<file path="src/sv/lcdw_pkg.sv">
// lcdw_pkg: shared types, constants and tables for the character lcd nibble writer
// no dependencies
`default_nettype none

package lcdw_pkg;

   // operation codes carried in a request
   typedef enum logic [1:0] {
      CMD_INSTR  = 2'd0,
      CMD_DATA   = 2'd1,
      CMD_CURSOR = 2'd2,
      CMD_INIT   = 2'd3
   } command_type;

   // pin-state steps of one byte write
   localparam logic [2:0] STEP_RS       = 3'd0;
   localparam logic [2:0] STEP_E_HIGH1  = 3'd1;
   localparam logic [2:0] STEP_NIB_HIGH = 3'd2;
   localparam logic [2:0] STEP_E_LOW1   = 3'd3;
   localparam logic [2:0] STEP_E_HIGH2  = 3'd4;
   localparam logic [2:0] STEP_NIB_LOW  = 3'd5;
   localparam logic [2:0] STEP_E_LOW2   = 3'd6;

   // hold times in milliseconds
   localparam logic [4:0] HOLD_STEP_MS = 5'd1;
   localparam logic [4:0] HOLD_IDLE_MS = 5'd20;

   // power-up sequence
   localparam int unsigned INIT_BYTE_COUNT = 5;
   localparam logic [2:0]  INIT_LAST_IDX   = 3'(INIT_BYTE_COUNT - 1);

   localparam logic [7:0] CURSOR_CMD_BIT = 8'h80;

   // default depth of the job queue between front and back
   localparam int unsigned QUEUE_DEPTH_DEFAULT = 2;

   // one classified job: which byte to send and how
   typedef struct packed {
      logic       rs;
      logic [7:0] value;
      logic       is_init;
   } job_type;

   // head of the job queue as seen by the back end
   typedef struct packed {
      logic    valid;
      job_type job;
   } queue_head_type;

   function automatic logic [7:0] init_byte(input logic [2:0] idx);
      logic [7:0] b;
      unique case (idx)
         3'd0:    b = 8'h33;
         3'd1:    b = 8'h32;
         3'd2:    b = 8'h28;
         3'd3:    b = 8'h0C;
         3'd4:    b = 8'h01;
         default: b = 8'h00;
      endcase
      return b;
   endfunction

   function automatic logic [7:0] row_offset(input logic [1:0] row);
      logic [7:0] o;
      unique case (row)
         2'd0: o = 8'h00;
         2'd1: o = 8'h40;
         2'd2: o = 8'h10;
         2'd3: o = 8'h50;
      endcase
      return o;
   endfunction

endpackage

`default_nettype wire

</file>
<file path="src/sv/lcdw_front.sv">
// lcdw_front: accepts requests, turns them into jobs and queues them
// depends on lcdw_pkg
`default_nettype none

module lcdw_front
   import lcdw_pkg::*;
#(
   parameter int unsigned QUEUE_DEPTH = QUEUE_DEPTH_DEFAULT
) (
   input  wire logic           clock,
   input  wire logic           reset,
   input  wire logic           req_valid,
   output logic                req_stall,
   input  wire logic [1:0]     req_command,
   input  wire logic [7:0]     req_byte_value,
   input  wire logic [1:0]     req_row,
   input  wire logic [3:0]     req_column,
   output queue_head_type      head,
   input  wire logic           pop
);

   localparam int unsigned PTR_W = (QUEUE_DEPTH > 1) ? $clog2(QUEUE_DEPTH) : 1;
   localparam int unsigned CNT_W = $clog2(QUEUE_DEPTH + 1);
   localparam logic [PTR_W-1:0] LAST_PTR = PTR_W'(QUEUE_DEPTH - 1);
   localparam logic [CNT_W-1:0] FULL_CNT = CNT_W'(QUEUE_DEPTH);

   job_type          slot_ff [QUEUE_DEPTH];
   logic [PTR_W-1:0] wr_ptr_ff, wr_ptr_in;
   logic [PTR_W-1:0] rd_ptr_ff, rd_ptr_in;
   logic [CNT_W-1:0] count_ff, count_in;
   job_type          new_job;
   logic             push;
   logic             do_pop;

   // classify the request into rs level, byte and init flag
   always_comb begin
      new_job = '0;
      unique case (command_type'(req_command))
         CMD_INSTR: begin
            new_job.rs    = 1'b0;
            new_job.value = req_byte_value;
         end
         CMD_DATA: begin
            new_job.rs    = 1'b1;
            new_job.value = req_byte_value;
         end
         CMD_CURSOR: begin
            new_job.rs    = 1'b0;
            new_job.value = CURSOR_CMD_BIT | (row_offset(req_row) + {4'd0, req_column});
         end
         CMD_INIT: begin
            new_job.is_init = 1'b1;
         end
      endcase
   end

   // queue handshake
   assign req_stall = (count_ff == FULL_CNT);
   assign push      = req_valid && !req_stall;
   assign do_pop    = pop && (count_ff != '0);

   assign head.valid = (count_ff != '0);
   assign head.job   = slot_ff[rd_ptr_ff];

   // pointer and fill count update
   always_comb begin
      wr_ptr_in = wr_ptr_ff;
      rd_ptr_in = rd_ptr_ff;
      count_in  = count_ff;
      if (push) begin
         wr_ptr_in = (wr_ptr_ff == LAST_PTR) ? '0 : wr_ptr_ff + 1'b1;
      end
      if (do_pop) begin
         rd_ptr_in = (rd_ptr_ff == LAST_PTR) ? '0 : rd_ptr_ff + 1'b1;
      end
      if (push && !do_pop) begin
         count_in = count_ff + 1'b1;
      end else if (do_pop && !push) begin
         count_in = count_ff - 1'b1;
      end
   end

   always_ff @(posedge clock) begin
      if (reset) begin
         wr_ptr_ff <= '0;
         rd_ptr_ff <= '0;
         count_ff  <= '0;
      end else begin
         wr_ptr_ff <= wr_ptr_in;
         rd_ptr_ff <= rd_ptr_in;
         count_ff  <= count_in;
      end
   end

   // queue storage, no reset needed
   always_ff @(posedge clock) begin
      if (push) begin
         slot_ff[wr_ptr_ff] <= new_job;
      end
   end

endmodule

`default_nettype wire

</file>
<file path="src/sv/lcdw_back.sv">
// lcdw_back: steps through the pin states of each job and registers the output
// depends on lcdw_pkg
`default_nettype none

module lcdw_back
   import lcdw_pkg::*;
(
   input  wire logic           clock,
   input  wire logic           reset,
   input  wire queue_head_type head,
   output logic                pop,
   output logic                rsp_valid,
   input  wire logic           rsp_stall,
   output logic                rsp_reg_select,
   output logic                rsp_enable_line,
   output logic [3:0]          rsp_data_nibble,
   output logic [4:0]          rsp_hold_ms,
   output logic                rsp_last_step
);

   // sequencer state
   logic       busy_ff, busy_in;
   logic       idle_ff, idle_in;
   logic [2:0] step_ff, step_in;
   logic [2:0] idx_ff, idx_in;
   job_type    job_ff, job_in;

   // display line levels
   logic       rs_ff, rs_in;
   logic       e_ff, e_in;
   logic [3:0] nib_ff, nib_in;

   // output register
   logic       out_valid_ff, out_valid_in;
   logic       out_rs_ff, out_rs_in;
   logic       out_e_ff, out_e_in;
   logic [3:0] out_nib_ff, out_nib_in;
   logic [4:0] out_hold_ff, out_hold_in;
   logic       out_last_ff, out_last_in;

   logic       advance;
   logic       fire;
   job_type    cur_job;
   logic       cur_idle;
   logic [2:0] cur_step;
   logic [2:0] cur_idx;
   logic [7:0] cur_byte;
   logic       cur_rs;
   logic       is_last;

   assign advance = !out_valid_ff || !rsp_stall;
   assign fire    = advance && (busy_ff || head.valid);
   assign pop     = advance && !busy_ff && head.valid;

   // a fresh job starts straight from the queue head
   assign cur_job  = busy_ff ? job_ff  : head.job;
   assign cur_idle = busy_ff ? idle_ff : head.job.is_init;
   assign cur_step = busy_ff ? step_ff : STEP_RS;
   assign cur_idx  = busy_ff ? idx_ff  : 3'd0;
   assign cur_byte = cur_job.is_init ? init_byte(cur_idx) : cur_job.value;
   assign cur_rs   = cur_job.is_init ? 1'b0 : cur_job.rs;
   assign is_last  = !cur_idle && (cur_step == STEP_E_LOW2)
                     && (!cur_job.is_init || (cur_idx == INIT_LAST_IDX));

   // next pin state and sequencer advance
   always_comb begin
      busy_in      = busy_ff;
      idle_in      = idle_ff;
      step_in      = step_ff;
      idx_in       = idx_ff;
      job_in       = job_ff;
      rs_in        = rs_ff;
      e_in         = e_ff;
      nib_in       = nib_ff;
      out_valid_in = out_valid_ff;
      out_rs_in    = out_rs_ff;
      out_e_in     = out_e_ff;
      out_nib_in   = out_nib_ff;
      out_hold_in  = out_hold_ff;
      out_last_in  = out_last_ff;

      if (advance) begin
         out_valid_in = fire;
      end

      if (pop) begin
         job_in = head.job;
      end

      if (fire) begin
         out_last_in = is_last;
         if (cur_idle) begin
            // power-up idle: rs and e low, data lines kept, then cleared
            out_rs_in   = 1'b0;
            out_e_in    = 1'b0;
            out_nib_in  = nib_ff;
            out_hold_in = HOLD_IDLE_MS;
            rs_in       = 1'b0;
            e_in        = 1'b0;
            nib_in      = 4'd0;
            idle_in     = 1'b0;
            step_in     = STEP_RS;
            idx_in      = 3'd0;
            busy_in     = 1'b1;
         end else begin
            unique case (cur_step)
               STEP_RS:       rs_in  = cur_rs;
               STEP_E_HIGH1:  e_in   = 1'b1;
               STEP_NIB_HIGH: nib_in = cur_byte[7:4];
               STEP_E_LOW1:   e_in   = 1'b0;
               STEP_E_HIGH2:  e_in   = 1'b1;
               STEP_NIB_LOW:  nib_in = cur_byte[3:0];
               STEP_E_LOW2:   e_in   = 1'b0;
               default:       e_in   = e_ff;
            endcase
            out_rs_in   = rs_in;
            out_e_in    = e_in;
            out_nib_in  = nib_in;
            out_hold_in = HOLD_STEP_MS;
            idle_in     = 1'b0;
            if (cur_step == STEP_E_LOW2) begin
               step_in = STEP_RS;
               idx_in  = cur_idx + 1'b1;
            end else begin
               step_in = cur_step + 1'b1;
               idx_in  = cur_idx;
            end
            busy_in = !is_last;
         end
      end
   end

   always_ff @(posedge clock) begin
      if (reset) begin
         busy_ff      <= 1'b0;
         idle_ff      <= 1'b0;
         step_ff      <= STEP_RS;
         idx_ff       <= 3'd0;
         rs_ff        <= 1'b0;
         e_ff         <= 1'b0;
         nib_ff       <= 4'd0;
         out_valid_ff <= 1'b0;
      end else begin
         busy_ff      <= busy_in;
         idle_ff      <= idle_in;
         step_ff      <= step_in;
         idx_ff       <= idx_in;
         rs_ff        <= rs_in;
         e_ff         <= e_in;
         nib_ff       <= nib_in;
         out_valid_ff <= out_valid_in;
      end
   end

   // payload registers
   always_ff @(posedge clock) begin
      job_ff      <= job_in;
      out_rs_ff   <= out_rs_in;
      out_e_ff    <= out_e_in;
      out_nib_ff  <= out_nib_in;
      out_hold_ff <= out_hold_in;
      out_last_ff <= out_last_in;
   end

   assign rsp_valid       = out_valid_ff;
   assign rsp_reg_select  = out_rs_ff;
   assign rsp_enable_line = out_e_ff;
   assign rsp_data_nibble = out_nib_ff;
   assign rsp_hold_ms     = out_hold_ff;
   assign rsp_last_step   = out_last_ff;

endmodule

`default_nettype wire

</file>
<file path="src/sv/char_lcd_nibble_write_sequencer_unit.sv">
// char_lcd_nibble_write_sequencer_unit: top level of the 4-bit lcd writer
// depends on lcdw_pkg, lcdw_front, lcdw_back
//
//  channel | direction | handshake          | payload
//  req     | in        | req_valid/stall    | command, byte_value, row, column
//  rsp     | out       | rsp_valid/stall    | reg_select, enable_line, data_nibble,
//          |           |                    | hold_ms, last_step
//
// each byte or cursor transaction yields 7 pin states, one per cycle unless rsp stalls; init yields 36
// back to back transactions run without a gap, the next job starting straight from the queue head
// requests queue up to QUEUE_DEPTH deep while the sequencer is busy
// reset is synchronous and clears the queue, sequencer and line levels to zero
// a stalled response holds the sequencer; a full queue stalls requests
`default_nettype none

module char_lcd_nibble_write_sequencer_unit
   import lcdw_pkg::*;
#(
   parameter int unsigned QUEUE_DEPTH = QUEUE_DEPTH_DEFAULT
) (
   input  wire logic       clock,
   input  wire logic       reset,
   input  wire logic       req_valid,
   output logic            req_stall,
   input  wire logic [1:0] req_command,
   input  wire logic [7:0] req_byte_value,
   input  wire logic [1:0] req_row,
   input  wire logic [3:0] req_column,
   output logic            rsp_valid,
   input  wire logic       rsp_stall,
   output logic            rsp_reg_select,
   output logic            rsp_enable_line,
   output logic [3:0]      rsp_data_nibble,
   output logic [4:0]      rsp_hold_ms,
   output logic            rsp_last_step
);

   queue_head_type head;
   logic           pop;

   // front: classify and queue
   lcdw_front #(
      .QUEUE_DEPTH (QUEUE_DEPTH)
   ) u_front (
      .clock          (clock),
      .reset          (reset),
      .req_valid      (req_valid),
      .req_stall      (req_stall),
      .req_command    (req_command),
      .req_byte_value (req_byte_value),
      .req_row        (req_row),
      .req_column     (req_column),
      .head           (head),
      .pop            (pop)
   );

   // back: pin-state sequencer
   lcdw_back u_back (
      .clock           (clock),
      .reset           (reset),
      .head            (head),
      .pop             (pop),
      .rsp_valid       (rsp_valid),
      .rsp_stall       (rsp_stall),
      .rsp_reg_select  (rsp_reg_select),
      .rsp_enable_line (rsp_enable_line),
      .rsp_data_nibble (rsp_data_nibble),
      .rsp_hold_ms     (rsp_hold_ms),
      .rsp_last_step   (rsp_last_step)
   );

endmodule

`default_nettype wire

</file>
<file path="config.mk">
export PLATFORM = sky130hd
export DESIGN_NAME = char_lcd_nibble_write_sequencer_unit
export DESIGN_NICKNAME = d
export VERILOG_FILES = /design/src/sv/lcdw_pkg.sv /design/src/sv/lcdw_front.sv /design/src/sv/lcdw_back.sv /design/src/sv/char_lcd_nibble_write_sequencer_unit.sv
export SDC_FILE = /design/constraint.sdc
export NUM_CORES = 1
export LEC_CHECK = 0
export BUFFER_PORTS_ARGS = -buffer_cell sky130_fd_sc_hd__buf_2
export CELL_PAD_IN_SITES_DETAIL_PLACEMENT = 1
export CELL_PAD_IN_SITES_GLOBAL_PLACEMENT = 1
export CORE_MARGIN = 2
export CORE_UTILIZATION = 46
export CTS_CLUSTER_DIAMETER = 200
export DETAILED_ROUTE_END_ITERATION = 8
export PLACE_DENSITY_LB_ADDON = 0.1
export SLEW_MARGIN = 10
export SYNTH_ARGS = -nofsm -noshare
export SYNTH_HDL_FRONTEND = slang
export SYNTH_HIERARCHICAL = 1
export SYNTH_SLANG_ARGS = --single-unit
</file>
<file path="constraint.sdc">
create_clock -name clock -period 3.32 [get_ports clock]
set_clock_uncertainty 0.05 [all_clocks]
set_input_delay 0.83 -clock clock [delete_from_list [all_inputs] [get_ports clock]]
set_output_delay 0.83 -clock clock [all_outputs]
set_load 0.01 [all_outputs]
</file>
Word level (Yosys, flattened, before mapping)

Memory sizes are Yosys's and may differ from the RTL's. A register that Yosys moved wholly into a read port is not among the register bits.
Index checks and enable logic that the tools add are counted.

Flip-flop bits (word level): 40
Memory bits (writable): 20
Memories: 1

Memories:

| name            | words | bits a word | rd ports | clocked after memory_dff | write ports | line             | RTL |
|---|---|---|---|---|---|---|---|
| u_front.slot_ff | 2     | 10          | 1        | 1                        | 1           | lcdw_front.sv:27 | `job_type slot_ff [QUEUE_DEPTH];` |

Add/subtract/negate cells: 7
Equal/unequal tests: 17
Reductions and logical operators: 29
Mux-type cells: 32

Operators by type and width:

| kind                  | count |
|---|---|
| $pmux W6 S5           | 1 |
| $pmux W7 S4           | 1 |
| $pmux W9 S3           | 1 |
| $mux W3               | 6 |
| $mux W1               | 13 |
| $eq A3 B2 Y1 const B  | 4 |
| $eq A3 B3 Y1 const B  | 4 |
| $eq A2 B2 Y1 const B  | 5 |
| $mux W10              | 1 |
| $logic_and A1 B1 Y1   | 9 |
| $logic_not A1 Y1      | 9 |
| $mux W4               | 2 |
| $mux W8               | 1 |
| $pmux W4 S2           | 1 |
| $add A7 B4 Y7         | 1 |
| $mux W7               | 1 |
| $add A3 B1 Y3 const B | 2 |
| $eq A3 B1 Y1 const B  | 2 |
| $logic_not A3 Y1      | 2 |
| $mux W5               | 1 |
| $eq A2 B1 Y1 const B  | 2 |
| $logic_not A2 Y1      | 2 |
| $mux W2               | 2 |
| $reduce_bool A2 Y1    | 2 |
| 6 further kinds       | 10 |

Logic depth before layout (Yosys ltp)

Gate-level depths: netlist of run 1.

Depth in word-level cells: 8
Depth in mapped cells: 11
Depth with buffers taken out: 8

Hierarchy

Netlist of run 1, hierarchy kept.

By module, submodules not included:

| module     | cells each | area an instance (sq um) | seq. area each (sq um) | times used |
|---|---|---|---|---|
| lcdw_back  | 155        | 1671.6                   | 850.8                  | 1 |
| lcdw_front | 68         | 1024.7                   | 700.7                  | 1 |

Least setup slack after synthesis of run 1

No wires, ideal clock.

Path kind: register -> register
Start point: register u_back.busy_ff
End point: register u_back.nib_ff[3]
Library setup time: 117 ps
Cell stages (with the launch flop): 12
Arrival: 2372 ps
Required time: 3153 ps
Period minus slack after synthesis: 2539 ps
Path slack: 781 ps
Cells stage by stage: dfxtp_1 -> buf_6 -> buf_2 -> clkbuf_1 -> and2_1 -> inv_1 -> ha_1 -> or2b_1 -> a31oi_1 -> o221ai_1 -> a221o_1 -> a32o_1

Cells in the longest elaborated chain, start to end: 6

RTL lines:

| element                              | line             | RTL |
|---|---|---|
| from (decl)                          | lcdw_back.sv:22  | `logic busy_ff, busy_in;` |
| from (signal assigned)               | lcdw_back.sv:144 | `busy_ff <= busy_in;` |
| $mux W3                              | lcdw_back.sv:59  | `assign cur_idx = busy_ff ? idx_ff : 3'd0;` |
| $eq A3 B3 Y1 (tied with other cells) | lcdw_pkg.sv:52   | `unique case (idx)` |
| $pmux W6 S5                          | lcdw_pkg.sv:52   |  |
| $mux W8                              | lcdw_back.sv:60  | `assign cur_byte = cur_job.is_init ? init_byte(cur_idx) : cur_job.value;` |
| $pmux W4 S2                          | lcdw_back.sv:106 | `unique case (cur_step)` |
| $mux W4                              | lcdw_back.sv:92  | `if (cur_idle) begin` |
| to (signal assigned)                 | lcdw_back.sv:150 | `nib_ff <= nib_in;` |
| to (decl)                            | lcdw_back.sv:31  | `logic [3:0] nib_ff, nib_in;` |

Parallel ways exist; a longest one is shown, timed or not.
A chain may end at the register's enable or synchronous reset.

==> results of run 1 <==
==> area by class of cell <==
| type | count | area, um^2 |
|---|---|---|
| fillers | 612 | 2457 |
| flip-flops and latches | 58 | 1551 |
| multi-input cells | 141 | 1028 |
| repair buffers | 35 | 185.2 |
| clock buffers | 9 | 123.9 |
| clock inverters | 7 | 92.59 |
| well taps | 72 | 90.09 |
| inverters | 12 | 45.04 |
==> cells in the final DEF (no fill, tap or decap), types with 4 or more instances in the layout <==
master	n
o21ai_0	7
xor2_1	4
mux2_2	11
mux2i_1	4
nor3_1	4
edfxtp_1	39
dfxtp_1	19
clkbuf_8	9
a22o_1	7
ha_1	8
nor2b_1	8
and2_1	5
buf_2	31
a32o_1	4
a21oi_1	9
nand2_1	12
buf_4	4
nor2_1	14
inv_1	12
==> stage by stage <==
step	std cells	hold slack (ns)	utilization [%]
6_report	334	0.4285	55.91
5_1_grt	334	0.4591	55.91
4_1_cts	334	0.4290	55.91
3_5_place_dp	318	0.4119	52.03
3_3_place_gp	318	0.4152	52.03
2_1_floorplan	224	0.3857	-
==> cell families after synthesis <==
logic type | synth area share, %
simple gates | 12.30
buf+inv | 4.455
mux | 7.193
xor+xnor | 1.299
fa+ha+maj | 3.712
other cells | 0.1391
flops | 57.54
compound gates | 13.36
==> final timing paths <==
kind / start / to / slack, ns
hold reg to reg: u_back/idx_ff[0] / u_back/idx_ff[0] / 0.43
hold / removal: u_back/idx_ff[0] / u_back/idx_ff[0] / 0.43
setup reg to reg: u_front/count_ff[0] / u_back/step_ff[1] / 0.85
setup / recovery: u_front/count_ff[0] / u_back/step_ff[1] / 0.85
==> power by group through the flow <==
| stage | Combinational, mW | Clock (mW) | Sequential (mW) |
|---|---|---|---|
| finish | 0.702 | 0.708 | 1.11 |
| global route | 0.784 | 0.758 | 1.14 |
| CTS | 0.715 | 0.728 | 1.11 |
| detailed placement | 0.706 | 0 | 1.13 |
| global placement | 0.690 | 0 | 1.12 |
| floorplan | 0.514 | 0 | 1.10 |
==> state kept, by name, summed over array words and instances, names as in the netlist, named ones only <==
signal / count
u_back/e_ff: 1
u_back/job_ff: 10
u_back/rsp_last_step: 1
u_back/rsp_hold_ms: 2
u_back/rsp_reg_select: 1
u_front/count_ff: 2
u_back/rsp_data_nibble: 4
u_back/rs_ff: 1
u_front/rd_ptr_ff: 1
u_back/rsp_valid: 1
u_back/rsp_enable_line: 1
u_back/idx_ff: 3
u_back/busy_ff: 1
u_back/nib_ff: 4
u_back/step_ff: 3
u_front/slot_ff: 20
u_front/wr_ptr_ff: 1
==> worst register-to-register path, stage by stage, from the launching register on <==
cell and delay [ns]:
dfxtp_1 0.37, or2_2 0.35, o2bb2ai_1 0.63, inv_1 0.43, and3_1 0.30, o21ai_0 0.14, a21oi_1 0.08
==> layer usage <==
metal / global-route usage, % / up-vias / part of all wire [%]
met4: 8.814 / 0 / 2.1
met3: 5.169 / 10 / 3.9
met5: 0 / - / 0
li1: - / 883 / -
met2: 31.33 / 38 / 49
met1: 20.20 / 832 / 45
==> impl_metrics.yaml, run 1 <==
detailed_routing:
  wl_per_cell_um: 15.51
  drt_first_pass_iters: 4
  final_antenna_net_count: 0
  remaining_drc_errors: 0
  routed_wl_um: 5180
  drtIter0Drc: 58
  via_per_inst: 5.278
  via_count: 1763
critical_path:
  cpMaxStageDelayCell: "o2bb2ai_1"
  path_max_fanout: 14
  reg2reg_depth: 6
  path_depth: 6
  worstSetupStartpointType: "flip-flop"
  cp-end-kind: "flip-flop"
  crit_path_cell_trace: "or2_2 -> o2bb2ai_1 -> inv_1 -> and3_1 -> o21ai_0 -> a21oi_1"
  crit_type: "reg2reg"
  crit_family: "compound AO/OA/AOI/OAI gates"
  cpPeakStageDelay_ns: 0.63
  crit_arrival_ns: 2.63
  path_buf_inv: 1
  required_ns: 3.48
timing:
  fin_ws_ns: 0.8483
  finalHoldViolCount: 0
  worst_pin_slew_ns: 0.7573
  finalSetupViolCount: 0
  rsz0062_at_grt: "no"
  final.setup.tns_ns: 0
  slew_violations: 0
  fin_crit_sh_pct: 74.45
  post-route-min-period_ns: 2.472
  fmax_mhz: 404.6
  relSlewSlack_pct: 49.51
clocking:
  cts_tree: "built"
  clk_latency_ns: 0.33
  cts_root_buffer: "clkbuf_8"
  holdBufCountCts: 0
  post-cts-setup-buffer-count: 0
  cts_resized: 0
  cts_buffer_depth: 2
  cts_buffers: 9
  cts_max_level: 3
  cts_sinks: 58
  clk_pin_slew_ns: 0.07
power_and_ir_drop:
  pwr-share-comb_pct: 27.9
  power_mw: 2.521
  p_leak_nw: 1.231
  p_clk_share_pct: 28.1
  ir_worst_vdd_v: 0.0004175
  p_sw_share_pct: 31.68
  intPower_mw: 1.723
  switchingPower_mw: 0.7988
  p_seq_share_pct: 44.1
  p_per_area_mw_per_mm2: 809.0
floorplan:
  die_h_um: 80.56
  dieArea_mm2: 0.006490
  start_util_pct: 48.37
  core_mm2: 0.005574
  die_w_um: 80.56
  fp-row-count: 27
  io_pins: 34
logic_synthesis:
  synth_area_leaders: "edfxtp_1 43%, dfxtp_1 14%, mux2_2 4.6%"
  yosysTopAreaCell: "edfxtp_1"
  mappedNetlistArea_mm2: 0.002696
  synth_common_cells: "39 x edfxtp_1, 19 x dfxtp_1, 14 x nor2_1"
  synthCells: 223
  yosys_warnings: 6
  ys_ff_latch: 58
  ys_dominant_reg_cell: "edfxtp_1"
  yosysMostFrequentCell: "edfxtp_1"
  ys_seq_area_share_pct: 57.54
  yosysUniqueCellTypes: 49
  synth-async-reset-ratio_pct: 0
  synth-edff-count: 39
  netlist.area_leader.share_pct: 43.43
  avgSynthCellArea_um2: 12.09
hold_path:
  worst_hold_path_type: "reg2reg"
  holdPathStages: 1
run:
  cap_viol_max_count: 0
final_layout:
  antenna_cells: 0
  fin_nets: 285
  drive_gt1_share_pct: 26.72
  fin_area_mm2: 0.003117
  syn2layout_area_growth_pct: 15.59
grt:
  globalRouteTotalUtil_pct: 18.06
  grt_pass1_vias: 1869
  grt_pass1_wl_um: 8645
  grt_antenna_before_repair: 0
  grt_max_degree: 19
  overflow: 0
placed_design:
  place_congestion: 0.7496
  hpwl_um: 3780
  pre_cts_ws_ns: 0.7299
  placed_area_mm2: 0.002900
  port_buffers: 31
outcome:
  status: "finished clean"
No activity file was read; power rests on OpenSTA's default activity.
==> inputs of run 2 (changes only) <==
--- a/config.mk
+++ b/config.mk
@@ -5,11 +5,12 @@
 export SDC_FILE = /design/constraint.sdc
 export NUM_CORES = 1
 export LEC_CHECK = 0
+export ABC_AREA = 1
 export BUFFER_PORTS_ARGS = -buffer_cell sky130_fd_sc_hd__buf_2
 export CELL_PAD_IN_SITES_DETAIL_PLACEMENT = 1
 export CELL_PAD_IN_SITES_GLOBAL_PLACEMENT = 1
 export CORE_MARGIN = 2
-export CORE_UTILIZATION = 46
+export CORE_UTILIZATION = 40
 export CTS_CLUSTER_DIAMETER = 200
 export DETAILED_ROUTE_END_ITERATION = 8
 export PLACE_DENSITY_LB_ADDON = 0.1
==> constraint.sdc (replaced) <==
create_clock -name clock -period 2.25 [get_ports clock]
set_clock_uncertainty 0.05 [all_clocks]
set_input_delay 0.5625 -clock clock [delete_from_list [all_inputs] [get_ports clock]]
set_output_delay 0.5625 -clock clock [all_outputs]
set_load 0.01 [all_outputs]
==> impl_metrics.yaml, run 2 <==
grt:
  overflow: 0
  use_met3_pct: 3.382
  grt_pass1_vias: 2004
  grt_max_degree: 26
  grt_use_met2_pct: 26.07
  globalRouteTotalUtil_pct: 16.18
  met1_usage_pct: 20.60
  grt_antenna_before_repair: 0
  grt-busiest-layer: "met2"
  grt_pass1_wl_um: 9646
clocking:
  cts_buffers: 9
  post-cts-setup-buffer-count: 0
  clk_pin_slew_ns: 0.07
  cts_tree: "built"
  cts_max_level: 3
  cts_buffer_depth: 2
  cts_resized: 0
  cts_sinks: 58
  cts_root_buffer: "clkbuf_8"
  clk_latency_ns: 0.34
  holdBufCountCts: 0
critical_path:
  required_ns: 2.48
  crit_type: "reg2reg"
  crit_arrival_ns: 2.06
  worstSetupStartpointType: "flip-flop"
  path_max_fanout: 6
  reg2reg_depth: 12
  cp-end-kind: "flip-flop"
detailed_routing:
  wl_per_cell_um: 12.97
  routed_wl_um: 5822
  via_per_inst: 4.695
  remaining_drc_errors: 0
  drt_first_pass_iters: 4
  final_antenna_net_count: 0
  via_count: 2108
  drtIter0Drc: 58
logic_synthesis:
  yosysUniqueCellTypes: 32
  netlist.area_leader.share_pct: 39.97
  yosysMostFrequentCell: "nand2_1"
  avgSynthCellArea_um2: 9.576
  ys_ff_latch: 58
  synth-async-reset-ratio_pct: 0
  synthCells: 306
  synth-edff-count: 39
  mappedNetlistArea_mm2: 0.002930
  synth_area_leaders: "edfxtp_1 40%, dfxtp_1 13%, nand2_1 8.7%"
  yosys_warnings: 6
  yosysTopAreaCell: "edfxtp_1"
  synth_common_cells: "68 x nand2_1, 39 x edfxtp_1, 36 x inv_1"
  ys_seq_area_share_pct: 52.95
  ys_dominant_reg_cell: "edfxtp_1"
timing:
  post-route-min-period_ns: 1.834
  fin_hold_ws_ns: 0.4185
  fin_crit_sh_pct: 81.51
  rsz0062_at_grt: "no"
  fmax_mhz: 545.3
  finalSetupViolCount: 0
  final.setup.tns_ns: 0
  finalHoldViolCount: 0
  slew_violations: 0
  fin_ws_ns: 0.4160
power_and_ir_drop:
  ir_worst_vdd_v: 0.0003969
  p_per_area_mw_per_mm2: 1272
  p_leak_nw: 1.482
  power_mw: 4.302
final_layout:
  final_cell_mix: "68 x nand2_1, 39 x edfxtp_1, 36 x inv_1"
  drive_gt1_share_pct: 27.14
  instances_no_fill: 449
  largest_reg_flops: 20
  multiInputGateArea_mm2: 0.001117
  final_core_util_pct: 47.15
  final_common_cell: "nand2_1"
  antenna_cells: 0
  top_regs: "u_front/slot_ff (20), u_back/job_ff (10)"
  largest-register: "u_front/slot_ff"
  seq_area_mm2: 0.001551
  syn2layout_area_growth_pct: 15.46
  fin_area_mm2: 0.003383
  fin_nets: 373
  fillers: 844
floorplan:
  start_util_pct: 40.84
  fp-row-count: 31
  io_pins: 34
  core_mm2: 0.007176
  die_w_um: 89.59
  dieArea_mm2: 0.008026
  die_h_um: 89.59
placed_design:
  hpwl_um: 4372
  pre_cts_ws_ns: 0.3347
  port_buffers: 31
  placed_area_mm2: 0.003174
  place_congestion: 0.7551
  place_inst: 433
run:
  cap_viol_max_count: 0
outcome:
  status: "finished clean"
hold_path:
  holdPathStages: 2
  worst_hold_path_type: "reg2reg"
-- run 2: cells by family after synthesis --
group,Yosys count,share of synthesized area [%]
fa+ha+maj,8,3.416
mux,10,3.843
buf+inv,55,9.052
flops,58,52.95
other cells,1,0.1280
simple gates,126,20.88
compound gates,48,9.735
-- run 2: final timing paths --
check	start	to	slack, ns
max reg2reg	u_back/busy_ff	u_back/nib_ff[3]	0.42
max	u_back/busy_ff	u_back/nib_ff[3]	0.42
min reg2reg	u_back/idx_ff[1]	u_back/idx_ff[1]	0.42
min	u_back/idx_ff[1]	u_back/idx_ff[1]	0.42
-- run 2: report_power, final --
| part | switching (mW) | internal [mW] | leakage [nW] |
|---|---|---|---|
| clock network | 0.430 | 0.616 | 0.104 |
| logic | 1.02 | 0.524 | 0.847 |
| registers | 0.143 | 1.57 | 0.531 |
-- run 2: worst max-delay path, stage by stage, from the launching register on --
cell     delay (ns)
dfxtp_1        0.45
nand2_1        0.17
inv_1          0.14
ha_1           0.22
ha_1           0.16
inv_1          0.04
a21oi_1        0.11
nand2_1        0.07
nand2_1        0.08
nand2_1        0.06
nand2_2        0.07
nand2_2        0.05
a21oi_2        0.10
-- run 2: metal layers --
| metal | vias to the layer above | part of all wire (%) | wire length (um) |
|---|---|---|---|
| li1 | 1089 | - | - |
| met1 | 972 | 46 | 2706 |
| met2 | 36 | 48 | 2806 |
| met3 | 11 | 3.0 | 173 |
| met4 | 0 | 2.3 | 136 |
| met5 | - | 0 | 0 |
-- run 2: cell type report --
cell class	count	share of cell area (%)
clock buffer	10	3.772
sequential	58	45.86
tap	99	3.661
multi-input combinational	194	33.03
timing repair buffer	37	5.917
inverter	45	5.362
clock inverter	6	2.404
